## src/hw/rtl/sdta_pkg.sv

```systemverilog
`timescale 1ns / 1ps
// ----------------------------------------------------------------------------
// sdta_pkg: shared types and constants for the signed decimal to ASCII core
// Holds the queue word format, field widths and the ASCII codes used by the
// front, queue and back modules.
// ----------------------------------------------------------------------------
package sdta_pkg;

    // Field and datapath widths.
    localparam int ValueW    = 16;
    localparam int MagW      = 16;
    localparam int NumDigits = 5;
    localparam int BcdW      = 4 * NumDigits;
    localparam int DigitIdxW = 3;
    localparam int StepCntW  = 4;
    localparam int CharW     = 8;

    // Index of the last double-dabble shift step; one step per magnitude bit.
    localparam logic [StepCntW-1:0] LastStep = StepCntW'(MagW - 1);

    // Queue geometry between the front and back parts.
    localparam int QueueDepth = 2;
    localparam int QueuePtrW  = 1;
    localparam int QueueCntW  = 2;

    // ASCII codes.
    localparam logic [CharW-1:0] AsciiZero  = 8'd48;
    localparam logic [CharW-1:0] AsciiMinus = 8'd45;

    // One classified word: sign flag and magnitude.
    typedef struct packed {
        logic            neg;
        logic [MagW-1:0] mag;
    } sdta_item_t;

endpackage

```

## src/hw/rtl/sdta_front.sv

```systemverilog
`timescale 1ns / 1ps
// ----------------------------------------------------------------------------
// sdta_front: input stage
// Accepts one signed word, splits it into sign and magnitude, and holds it
// until the queue has room.
// ----------------------------------------------------------------------------
module sdta_front
    import sdta_pkg::*;
(
    input  logic              clk,
    input  logic              rst_n,
    input  logic              in_valid,
    output logic              in_stall,
    input  logic [ValueW-1:0] value,
    output logic              push_valid,
    output sdta_item_t        push_item,
    input  logic              queue_full
);

    logic       hold_valid_reg;
    logic       hold_valid_next;
    sdta_item_t item_reg;
    sdta_item_t item_next;
    logic       accept;
    logic       push;

    // The holding register stalls the input only while it is full and blocked.
    assign in_stall   = hold_valid_reg && queue_full;
    assign accept     = in_valid && !in_stall;
    assign push       = hold_valid_reg && !queue_full;
    assign push_valid = hold_valid_reg;
    assign push_item  = item_reg;

    // Classify the word: sign bit and two's complement magnitude.
    always_comb
    begin
        item_next.neg = value[ValueW-1];
        if (value[ValueW-1])
        begin
            item_next.mag = MagW'(~value + 1'b1);
        end
        else
        begin
            item_next.mag = MagW'(value);
        end
    end

    always_comb
    begin
        if (accept)
        begin
            hold_valid_next = 1'b1;
        end
        else if (push)
        begin
            hold_valid_next = 1'b0;
        end
        else
        begin
            hold_valid_next = hold_valid_reg;
        end
    end

    always_ff @(posedge clk or negedge rst_n)
    begin
        if (!rst_n)
        begin
            hold_valid_reg <= 1'b0;
        end
        else
        begin
            hold_valid_reg <= hold_valid_next;
        end
    end

    // Payload register needs no reset.
    always_ff @(posedge clk)
    begin
        if (accept)
        begin
            item_reg <= item_next;
        end
    end

endmodule

```

## src/hw/rtl/sdta_queue.sv

```systemverilog
`timescale 1ns / 1ps
// ----------------------------------------------------------------------------
// sdta_queue: short queue between front and back
// A two-entry first-in first-out buffer of classified words so that the
// front and back parts stall independently.
// ----------------------------------------------------------------------------
module sdta_queue
    import sdta_pkg::*;
(
    input  logic       clk,
    input  logic       rst_n,
    input  logic       push_valid,
    input  sdta_item_t push_item,
    output logic       queue_full,
    input  logic       pop,
    output logic       queue_empty,
    output sdta_item_t pop_item
);

    sdta_item_t            entry_reg [QueueDepth];
    logic [QueuePtrW-1:0]  wr_ptr_reg;
    logic [QueuePtrW-1:0]  wr_ptr_next;
    logic [QueuePtrW-1:0]  rd_ptr_reg;
    logic [QueuePtrW-1:0]  rd_ptr_next;
    logic [QueueCntW-1:0]  count_reg;
    logic [QueueCntW-1:0]  count_next;
    logic                  do_push;
    logic                  do_pop;

    assign queue_full  = (count_reg == QueueCntW'(QueueDepth));
    assign queue_empty = (count_reg == '0);
    assign do_push     = push_valid && !queue_full;
    assign do_pop      = pop && !queue_empty;
    assign pop_item    = entry_reg[rd_ptr_reg];

    // Pointer and fill count update.
    always_comb
    begin
        wr_ptr_next = do_push ? wr_ptr_reg + 1'b1 : wr_ptr_reg;
        rd_ptr_next = do_pop ? rd_ptr_reg + 1'b1 : rd_ptr_reg;
        count_next  = count_reg;
        if (do_push && !do_pop)
        begin
            count_next = count_reg + 1'b1;
        end
        else if (do_pop && !do_push)
        begin
            count_next = count_reg - 1'b1;
        end
    end

    always_ff @(posedge clk or negedge rst_n)
    begin
        if (!rst_n)
        begin
            wr_ptr_reg <= '0;
            rd_ptr_reg <= '0;
            count_reg  <= '0;
        end
        else
        begin
            wr_ptr_reg <= wr_ptr_next;
            rd_ptr_reg <= rd_ptr_next;
            count_reg  <= count_next;
        end
    end

    // Entry storage.
    always_ff @(posedge clk)
    begin
        if (do_push)
        begin
            entry_reg[wr_ptr_reg] <= push_item;
        end
    end

endmodule

```

## src/hw/rtl/sdta_back.sv

```systemverilog
`timescale 1ns / 1ps
// ----------------------------------------------------------------------------
// sdta_back: conversion and character output
// Turns a magnitude into five BCD digits with one double-dabble step per
// cycle, then sends the sign and the significant digits one per word.
// ----------------------------------------------------------------------------
module sdta_back
    import sdta_pkg::*;
(
    input  logic             clk,
    input  logic             rst_n,
    input  logic             queue_empty,
    input  sdta_item_t       pop_item,
    output logic             pop,
    output logic             out_valid,
    input  logic             out_stall,
    output logic [CharW-1:0] char_code,
    output logic             last_char
);

    typedef enum logic [1:0] {
        ST_IDLE,
        ST_CONV,
        ST_SCAN,
        ST_EMIT
    } state_t;

    state_t                state_reg;
    state_t                state_next;
    logic                  neg_reg;
    logic                  neg_next;
    logic [MagW-1:0]       shift_reg;
    logic [MagW-1:0]       shift_next;
    logic [BcdW-1:0]       bcd_reg;
    logic [BcdW-1:0]       bcd_next;
    logic [StepCntW-1:0]   step_reg;
    logic [StepCntW-1:0]   step_next;
    logic [DigitIdxW-1:0]  idx_reg;
    logic [DigitIdxW-1:0]  idx_next;
    logic                  sign_pend_reg;
    logic                  sign_pend_next;
    logic                  out_valid_reg;
    logic                  out_valid_next;
    logic [CharW-1:0]      char_reg;
    logic [CharW-1:0]      char_next;
    logic                  last_reg;
    logic                  last_next;

    logic [BcdW-1:0]       bcd_adj;
    logic [DigitIdxW-1:0]  top_idx;
    logic [3:0]            cur_digit;
    logic                  out_free;

    assign out_valid = out_valid_reg;
    assign char_code = char_reg;
    assign last_char = last_reg;
    assign out_free  = !out_valid_reg || !out_stall;
    assign pop       = (state_reg == ST_IDLE) && !queue_empty;
    assign cur_digit = bcd_reg[{idx_reg, 2'b00} +: 4];

    // Add three to every BCD digit of five or more before the shift.
    always_comb
    begin
        for (int d = 0; d < NumDigits; d++)
        begin
            if (bcd_reg[4*d +: 4] >= 4'd5)
            begin
                bcd_adj[4*d +: 4] = bcd_reg[4*d +: 4] + 4'd3;
            end
            else
            begin
                bcd_adj[4*d +: 4] = bcd_reg[4*d +: 4];
            end
        end
    end

    // Highest nonzero digit; digit zero when the whole value is zero.
    always_comb
    begin
        top_idx = '0;
        for (int d = 1; d < NumDigits; d++)
        begin
            if (bcd_reg[4*d +: 4] != 4'd0)
            begin
                top_idx = DigitIdxW'(d);
            end
        end
    end

    // Sequencer next-state and output logic.
    always_comb
    begin
        state_next     = state_reg;
        neg_next       = neg_reg;
        shift_next     = shift_reg;
        bcd_next       = bcd_reg;
        step_next      = step_reg;
        idx_next       = idx_reg;
        sign_pend_next = sign_pend_reg;
        out_valid_next = out_valid_reg && out_stall;
        char_next      = char_reg;
        last_next      = last_reg;

        case (state_reg)
            ST_IDLE:
            begin
                if (!queue_empty)
                begin
                    neg_next   = pop_item.neg;
                    shift_next = pop_item.mag;
                    bcd_next   = '0;
                    step_next  = '0;
                    state_next = ST_CONV;
                end
            end
            ST_CONV:
            begin
                bcd_next   = {bcd_adj[BcdW-2:0], shift_reg[MagW-1]};
                shift_next = {shift_reg[MagW-2:0], 1'b0};
                step_next  = step_reg + 1'b1;
                if (step_reg == LastStep)
                begin
                    state_next = ST_SCAN;
                end
            end
            ST_SCAN:
            begin
                idx_next       = top_idx;
                sign_pend_next = neg_reg;
                state_next     = ST_EMIT;
            end
            ST_EMIT:
            begin
                if (out_free)
                begin
                    out_valid_next = 1'b1;
                    if (sign_pend_reg)
                    begin
                        char_next      = AsciiMinus;
                        last_next      = 1'b0;
                        sign_pend_next = 1'b0;
                    end
                    else
                    begin
                        char_next = AsciiZero + {4'b0000, cur_digit};
                        last_next = (idx_reg == '0);
                        if (idx_reg == '0)
                        begin
                            state_next = ST_IDLE;
                        end
                        else
                        begin
                            idx_next = idx_reg - 1'b1;
                        end
                    end
                end
            end
            default:
            begin
                state_next = ST_IDLE;
            end
        endcase
    end

    // State and registered outputs.
    always_ff @(posedge clk or negedge rst_n)
    begin
        if (!rst_n)
        begin
            state_reg     <= ST_IDLE;
            neg_reg       <= 1'b0;
            shift_reg     <= '0;
            bcd_reg       <= '0;
            step_reg      <= '0;
            idx_reg       <= '0;
            sign_pend_reg <= 1'b0;
            out_valid_reg <= 1'b0;
            char_reg      <= '0;
            last_reg      <= 1'b0;
        end
        else
        begin
            state_reg     <= state_next;
            neg_reg       <= neg_next;
            shift_reg     <= shift_next;
            bcd_reg       <= bcd_next;
            step_reg      <= step_next;
            idx_reg       <= idx_next;
            sign_pend_reg <= sign_pend_next;
            out_valid_reg <= out_valid_next;
            char_reg      <= char_next;
            last_reg      <= last_next;
        end
    end

endmodule

```

## src/hw/rtl/signed_decimal_to_ascii_core.sv

```systemverilog
`timescale 1ns / 1ps
// The first character of a value passes the input register, the queue,
// 16 double-dabble steps, the digit scan and the output register.
// Values are converted one at a time by the single double-dabble shifter in the
// back part; it takes a new value only after the last character of the one before.
// Reset: asynchronous, active low; the queue and all control state are emptied.
// ----------------------------------------------------------------------------
// signed_decimal_to_ascii_core: signed 16-bit integer to ASCII decimal text
// Front part classifies each word into sign and magnitude, a short queue
// buffers it, and the back part converts it and sends one character per word.
// ----------------------------------------------------------------------------
module signed_decimal_to_ascii_core
    import sdta_pkg::*;
(
    input  logic              clk,
    input  logic              rst_n,
    input  logic              in_valid,
    output logic              in_stall,
    input  logic [ValueW-1:0] value,
    output logic              out_valid,
    input  logic              out_stall,
    output logic [CharW-1:0]  char_code,
    output logic              last_char
);

    logic       push_valid;
    sdta_item_t push_item;
    logic       queue_full;
    logic       queue_empty;
    logic       pop;
    sdta_item_t pop_item;

    // Input classification.
    sdta_front u_front (
        .clk        (clk),
        .rst_n      (rst_n),
        .in_valid   (in_valid),
        .in_stall   (in_stall),
        .value      (value),
        .push_valid (push_valid),
        .push_item  (push_item),
        .queue_full (queue_full)
    );

    // Decoupling queue.
    sdta_queue u_queue (
        .clk         (clk),
        .rst_n       (rst_n),
        .push_valid  (push_valid),
        .push_item   (push_item),
        .queue_full  (queue_full),
        .pop         (pop),
        .queue_empty (queue_empty),
        .pop_item    (pop_item)
    );

    // Conversion and character output.
    sdta_back u_back (
        .clk         (clk),
        .rst_n       (rst_n),
        .queue_empty (queue_empty),
        .pop_item    (pop_item),
        .pop         (pop),
        .out_valid   (out_valid),
        .out_stall   (out_stall),
        .char_code   (char_code),
        .last_char   (last_char)
    );

endmodule

```

## config.mk

```make
export PLATFORM = sky130hd
export DESIGN_NAME = signed_decimal_to_ascii_core
export DESIGN_NICKNAME = d
export VERILOG_FILES = /design/src/hw/rtl/sdta_pkg.sv /design/src/hw/rtl/sdta_front.sv /design/src/hw/rtl/sdta_queue.sv /design/src/hw/rtl/sdta_back.sv /design/src/hw/rtl/signed_decimal_to_ascii_core.sv
export SDC_FILE = /design/constraint.sdc
export NUM_CORES = 1
export LEC_CHECK = 0
export BUFFER_PORTS_ARGS = -buffer_cell sky130_fd_sc_hd__buf_2
export CAP_MARGIN = 40
export CORE_MARGIN = 4
export CORE_UTILIZATION = 38
export CTS_BUF_LIST = sky130_fd_sc_hd__clkbuf_2
export DETAILED_ROUTE_END_ITERATION = 10
export GPL_TIMING_DRIVEN = 0
export HOLD_SLACK_MARGIN = 0.05
export PLACE_DENSITY_LB_ADDON = 0.2
export SLEW_MARGIN = 20
export SYNTH_ARGS = -nofsm -noshare
export SYNTH_HDL_FRONTEND = slang
export SYNTH_SLANG_ARGS = --single-unit
```

## constraint.sdc

```tcl
create_clock -name clk -period 4.7 [get_ports clk]
set_clock_uncertainty 0.15 [all_clocks]
set_input_delay 0.94 -clock clk [delete_from_list [all_inputs] [get_ports clk]]
set_output_delay 0.94 -clock clk [all_outputs]
set_load 0.01 [all_outputs]
```

==> flow_summary.toml <==
[routing]
drc = 0
detail-route-antenna-nets = 0
vias = 3408
vias_per_cell = 4.95
drtIter0Drc = 254
avgRoutedWirePerCell_um = 14.2
wirelength_um = 9800
dr.pass1.iters = 4

[layout]
n_antenna_cell = 0
drive_gt1_share_pct = 15.2
fillers = 1265
fin_area_um2 = 5850
area_delta_synth_final_pct = 9.87
largest_reg_flops = 34
final_nets = 548
final_util_pct = 43.3

[floorplan]
row_count = 42
die_width_um = 126
dieArea_um2 = 16000
start_util_pct = 39.4
fp.dieH_um = 126
core_um2 = 13500
ioPinCount = 31

[setup_path]
crit_required_ps = 3610
crit_fanout = 7
critPathArrivalTime_ps = 1570
critPathLaunchType = "flip-flop"
criticalPathCategory = "flip-flop to primary output"
worst_r2r_endpoint = "u_back.bcd_reg[5]"
regToRegSetupSlack_ps = 2460
end_kind = "primary output"
r2r_start = "u_back.state_reg[0]"
r2r_cells = 7

[status]
outcome = "completed"

[placement]
port_buffers = 28
hpwl_um = 7040
place_congestion = 0.827
place_area_um2 = 5710
pre_cts_ws_ps = 2320

[yosys]
synth.most_common_cell = "dfrtp_1"
synth_top_area_share_pct = 28.8
ys.warnings.count = 0
synth_mux_area_share_pct = 6.32
syn_area_per_cell_um2 = 11.5
yosysTopAreaCell = "edfxtp_1"
synth_top_flop_cell = "dfrtp_1"
ys_types = 51
synthAdderAreaFrac_pct = 4.70
synth_edf_count = 51
ys_seq_elements = 111
synth_cells = 464
yosys.area_share.simple_pct = 11.9
yosys-top-cells-area = "edfxtp_1, dfrtp_1, ha_1"
synth_top_family_by_area = "compound AO/OA/AOI/OAI gates"
yosys-top-cells-count = "dfrtp_1, edfxtp_1, nand2_1, nor2_1, a21oi_1"
synth_compound_area_share_pct = 12.1
syn_area_um2 = 5330
yosysSeqAreaShare_pct = 56.9
ys_async_sr_fraction_pct = 54.1
synthXorXnorAreaFrac_pct = 4.28

[sta]
period_share_pct = 56.7
layout_min_cycle_time_ps = 2660
worst_pin_slew_ps = 746
hold_viol_final = 0
max_freq_mhz = 375
setup_tns_ps = 0
setup_viol = 0
setup_ws_ps = 2040
relSlewSlack_pct = 50.3
grt_setup_unrepaired = "no"
slew_violations = 0

[global_routing]
grt_pass1_wl_um = 17100
grt_max_degree = 61
grt_pass1_vias = 3607
gr-total-overflow = 0
grt_usage_pct = 13.2
antenna_found_initial = 0

[worst_hold_path]
holdPathStages = 0
hold_class = "flip-flop to flip-flop"
min_to = "u_queue.entry_reg[1][6]"
min_from = "u_front.push_item[6]"

[clock_network]
clock_path_buffers = 2
cts_tree = "built"
insertion_delay_ps = 600
cts_setup_buffers = 0
cts-htree-levels = 3
clkSlewWorstSetupHoldPaths_ps = 300
cts_sinks = 111
clock_tree.root_cell = "clkbuf_2"
cts_inserted_buffers = 9

[pwr]
vdd_ir_drop_max_v = 0.000217
powerDensity_nw_per_um2 = 549
total_power_uw = 3210
power.leakage_uw = 0.00245

[job]
cap_viol_max_count = 0
-- final cells by class --
| type | count | area (um^2) | share of cell area (%) |
|---|---|---|---|
| multi-input cells | 311 | 2100 | 36.0 |
| plain buffers | 23 | 120 | 2.05 |
| clock inverters | 6 | 51.3 | 0.877 |
| inverters | 20 | 75.1 | 1.28 |
| repair buffers | 32 | 203 | 3.46 |
| flip-flops and latches | 111 | 3030 | 51.8 |
| well taps | 176 | 220 | 3.76 |
| clock buffers | 9 | 45.0 | 0.770 |
-- worst max-delay path: stages, from the launching register on --
cell      delay (ps)
dfrtp_1          430
buf_2            160
nand3b_1         200
inv_1             70
buf_2            120
-- through the flow --
step                hold slack, ps  instances
finish                         337        688
global route                   282        688
CTS                            171        685
detailed placement             284        670
global placement               276        669
floorplan                      271        465
-- cell families (layout without fill, tap and decap cells) --
family	count (synthesis)	after routing
other	1	2
AO/OA/AOI/OAI	102	102
buffers and inverters	43	90
multiplexers	29	29
flip-flops	111	111
AND/OR/NAND/NOR	132	132
adder cells (fa/ha/maj)	20	20
XOR/XNOR	26	26
-- worst max-delay path by stage --
stage	from	to	slack (ps)	cells past startpoint
6_report	u_queue.count_reg[0]	in_stall	2040	4
3_5_place_dp	value[8]	u_front.push_item[12]	2320	5
4_1_cts	u_queue.count_reg[0]	in_stall	1950	4
2_1_floorplan	value[11]	u_front.push_item[14]	2510	3
5_1_grt	u_queue.count_reg[0]	in_stall	1890	4
3_3_place_gp	u_queue.count_reg[0]	u_queue.entry_reg[0][13]	2280	4
-- per-layer routing --
metal / track usage (%) / vias up / wire length (um)
li1: - / 1710 / -
met1: 15.7 / 1634 / 4330
met2: 23.2 / 60 / 4980
met3: 4.20 / 4 / 415
met4: 3.22 / 0 / 66
met5: 0 / - / 0
-- where the power goes --
group | switching, uW | internal [uW] | leakage, uW
Combinational | 799 | 532 | 0.00114
Clock | 327 | 78.3 | 0.0000651
Sequential | 137 | 1340 | 0.00125
Total | 1260 | 1950 | 0.00245
-- cell usage in the layout, fill, tap and decap left out, types with 4 or more instances in the layout --
| cell type | count |
|---|---|
| buf_4 | 4 |
| nor3b_1 | 6 |
| o21ai_0 | 15 |
| o31ai_1 | 4 |
| xnor2_1 | 23 |
| mux2i_1 | 22 |
| nand2_1 | 50 |
| nor2_1 | 36 |
| nand2b_1 | 15 |
| dfrtp_1 | 60 |
| clkbuf_1 | 6 |
| buf_2 | 39 |
| a22o_1 | 13 |
| edfxtp_1 | 51 |
| ha_1 | 20 |
| o21ai_1 | 26 |
| a21oi_1 | 28 |
| a31oi_1 | 4 |
| inv_1 | 20 |
| nand3_1 | 7 |
| clkbuf_2 | 9 |
-- what timing repair did --
action | in CTS | in global routing
hold endpoints to repair | 0 | 23
gates resized for setup | 0 | 0
hold buffers | 0 | 1
Note: power is estimated with default switching activity, not from simulation.
